<file path="config.mk">
export PLATFORM = sky130hd
export DESIGN_NAME = vfd_ram
export DESIGN_NICKNAME = d
export VERILOG_FILES = /design/src/sv/vfd_ram.sv
export SDC_FILE = /design/constraint.sdc
export NUM_CORES = 2
export LEC_CHECK = 0
export BUFFER_PORTS_ARGS = -buffer_cell sky130_fd_sc_hd__buf_2
export CAP_MARGIN = 20
export CORE_UTILIZATION = 45
export CTS_CLUSTER_DIAMETER = 200
export CTS_CLUSTER_SIZE = 12
export DETAILED_ROUTE_END_ITERATION = 6
export GPL_ROUTABILITY_DRIVEN = 0
export PLACE_DENSITY = 0.62
export SYNTH_ARGS = -nofsm -noshare
export SYNTH_HDL_FRONTEND = slang
export SYNTH_SLANG_ARGS = --single-unit
</file>
<file path="constraint.sdc">
create_clock -name clk -period 2.79 [get_ports clk]
set_input_delay 0.4185 -clock clk [delete_from_list [all_inputs] [get_ports clk]]
set_output_delay 0.4185 -clock clk [all_outputs]
set_load 0.02 [all_outputs]
</file>
<file path="src/sv/vfd_ram.sv">
// Generic single-write, single-read RAM with a registered read port.
// No dependencies.
module vfd_ram #(
  parameter int WIDTH = 16,
  parameter int DEPTH = 256
) (
  input  logic                     clk,
  input  logic                     we,
  input  logic [$clog2(DEPTH)-1:0] waddr,
  input  logic [WIDTH-1:0]         wdata,
  input  logic [$clog2(DEPTH)-1:0] raddr,
  output logic [WIDTH-1:0]         rdata
);

  logic [WIDTH-1:0] mem [DEPTH];

  always_ff @(posedge clk) begin
    if (we) begin
      mem[waddr] <= wdata;
    end
    rdata <= mem[raddr];
  end

endmodule

</file>
==> flow_summary.toml <==
[clock_tree]
cts.htree.levels = 5
clk_pin_slew_worst_paths_ns = 0.06
numCtsBuffers = 380
clk_latency_ns = 0.97
cts_setup_buffers = 0
cts_tree = "done"
cts_sinks = 4112
clockBufferDepth = 4
cts_root_buf = "clkbuf_16"

[critical_path]
crit_path_max_incr_delay_ns = 0.53
crit_required_ns = 3.64
reg2reg_depth = 7
critPathCaptureType = "flip-flop"
crit_end = "rdata[9]"
crit_chain = "mux4_2, mux4_2, a22o_1, o32ai_1, buf_4, nor4_1, buf_4"
r2r_setup_slack_ns = 0.09
r2r-end = "rdata[9]"
worstPathArrival_ns = 3.55
cpMaxStageDelayCell = "mux4_2"
startpoint_type = "flip-flop"
startpoint = "mem[54][9]"
critPathMaxFanout = 1
path_class = "reg -> reg"
r2r_start = "mem[54][9]"

[synthesis]
ys_seq_elements = 4112
ys_types = 52
synth_area_um2 = 159000
ys_warn_count = 0
synth_area_leader_cell = "edfxtp_1"
syn_inst = 7360
ys.flop_type = "edfxtp_1"
synth_edf_count = 4096
synth.most_common_cell = "edfxtp_1"
post-synth-top-area-fraction_pct = 77.5
avgSynthCellArea_um2 = 21.6
synthTopCellsByArea = "edfxtp_1, mux4_2, mux2i_1, o221ai_1, nor2_1"
synthesis.nets = 7394
netlist_top_cells_count = "edfxtp_1, mux4_2, mux2i_1"
yosysSeqAreaShare_pct = 77.7
async_flop_share_pct = 0

[sta]
finalWorstSetupSlack_ns = 0.0895
min_period_over_period_pct = 96.8
layout_min_cycle_time_ns = 2.70
maxSlewViolCount = 0
tightest_slew_ns = 1.04
hold-worst-slack_ns = 0.0573
finClkSkew_ns = 0.0496
setup_viol = 0
fmax_ghz = 0.370
final_hold_viol_count = 0
relSlewSlack_pct = 30.4
rsz0062_at_grt = "false"

[route]
drt_iter0_drc = 10800
drt-pass1-iter-count = 6
drc = 0
routed_wl_mm = 427
vias = 80900
met1_length_mm = 172
final_antenna_net_count = 0
wire_per_inst_um = 32.7
viasPerCell = 6.20
top_layer = "met5"
dr_wl_met3_mm = 37.6
wl_met2_mm = 203

[grt]
antenna_found_initial = 29
first_global_vias = 80400
overflow = 0
grt_max_degree = 91
grt_first_pass_wirelength_mm = 606
track_usage_pct = 23.8

[final_layout]
layout.nets = 8415
multi_input_area_um2 = 33100
fillers = 27000
seqCellArea_um2 = 123000
fin_util_pct = 52.2
drive_gt1_share_pct = 29.7
area_delta_synth_final_pct = 15.2

[power]
finalPower_mw = 122
peakVddDrop_mv = 0.637
leakage_nw = 58.7
powerDensity_nw_per_um2 = 667

[place]
dp_hpwl_mm = 270
pre_cts_ws_ns = -0.990
numPortBuffers = 49

[floorplanning]
dieWidth_um = 596
coreArea_um2 = 350000
ios = 50
dieArea_um2 = 355000
die_y_um = 596
rows = 217
initial_utilization_pct = 45.3

[hold_path]
hold_path_class = "in -> reg"

[run]
maxCapViolations = 0

[run_status]
status = "completed"
==> cells in the final DEF, fill, tap and decap left out, drive strengths merged, types with 43 or more instances in the layout <==
master,Yosys,final
a21oi,175,175
a22oi,43,43
buf,222,1075
mux4,797,797
mux2,88,88
clkbuf,230,423
edfxtp,4096,4096
o22ai,148,148
o221ai,253,253
nor2,304,304
nor3,92,92
mux2i,565,565
==> worst min-delay path by stage <==
stage / end / slack [ns] / depth (start not counted) / from
detailed placement: mem[77][7] / 0.75 / 1 / wdata[7]
finish: mem[72][8] / 0.06 / 1 / wdata[8]
global placement: mem[92][7] / 0.75 / 1 / wdata[7]
global route: mem[72][8] / 0.05 / 1 / wdata[8]
CTS: mem[249][8] / 0.0009 / 1 / wdata[8]
floorplan: mem[0][0] / 0.52 / 0 / wdata[0]
==> registers in the layout, indices dropped and copies added (netlist names) <==
name	flops
rdata	16
mem	4096
==> power breakdown <==
part	internal [mW]	total [mW]	switching [mW]
combinational	2.84	7.27	4.43
sequential	68.1	68.2	0.148
clock	24.8	46.4	21.6
==> routing by layer <==
layer / vias to the layer above / global-route usage, %
li1: 33100 / -
met1: 43300 / 34.0
met2: 3872 / 37.7
met3: 647 / 4.00
met4: 14 / 7.54
met5: - / 0
==> logic make-up (layout without fill, tap and decap cells) <==
logic type	count (synthesis)	after routing	synth area share, %
muxes	1450	1450	15.5
AOI/OAI and AO/OA	786	786	3.54
and+or+nand+nor	556	556	1.57
buffers and inverters	456	1539	1.69
other	0	9	0
DFF	4112	4112	77.7
==> area by class of cell <==
type	count	area share, %
multi-input cells	2792	18.1
clock inverters	22	0.229
clock buffers	422	5.37
inverters	4	0.0151
diodes	9	0.0123
well taps	4599	3.15
flip-flops and latches	4112	67.4
repair buffers	1091	5.67
==> worst max-delay path: cells and delay by family (launching register included) <==
kind                   cells  cell delay (ns)
AOI/OAI and AO/OA          2             0.77
buffers and inverters      2             0.41
DFF                        1             0.38
muxes                      2             0.99
and+or+nand+nor            1             0.07
==> stage by stage <==
stage	instance area (um2)	setup TNS, ns	instances
after global placement	172000	-10.90	12600
after detailed placement	172000	-10.70	12600
after CTS	183000	0	13000
after global routing	183000	0	13000
after floorplan	159000	0	7360
final	183000	0	13100
==> what timing repair did <==
action | 4_1_cts | 5_1_grt
endpoints found under the setup margin | 3 | 3
endpoints found under the hold margin | 615 | 0
hold buffers | 15 | 0
resized for setup | 5 | 3
No activity file was read; power rests on OpenSTA's default activity.
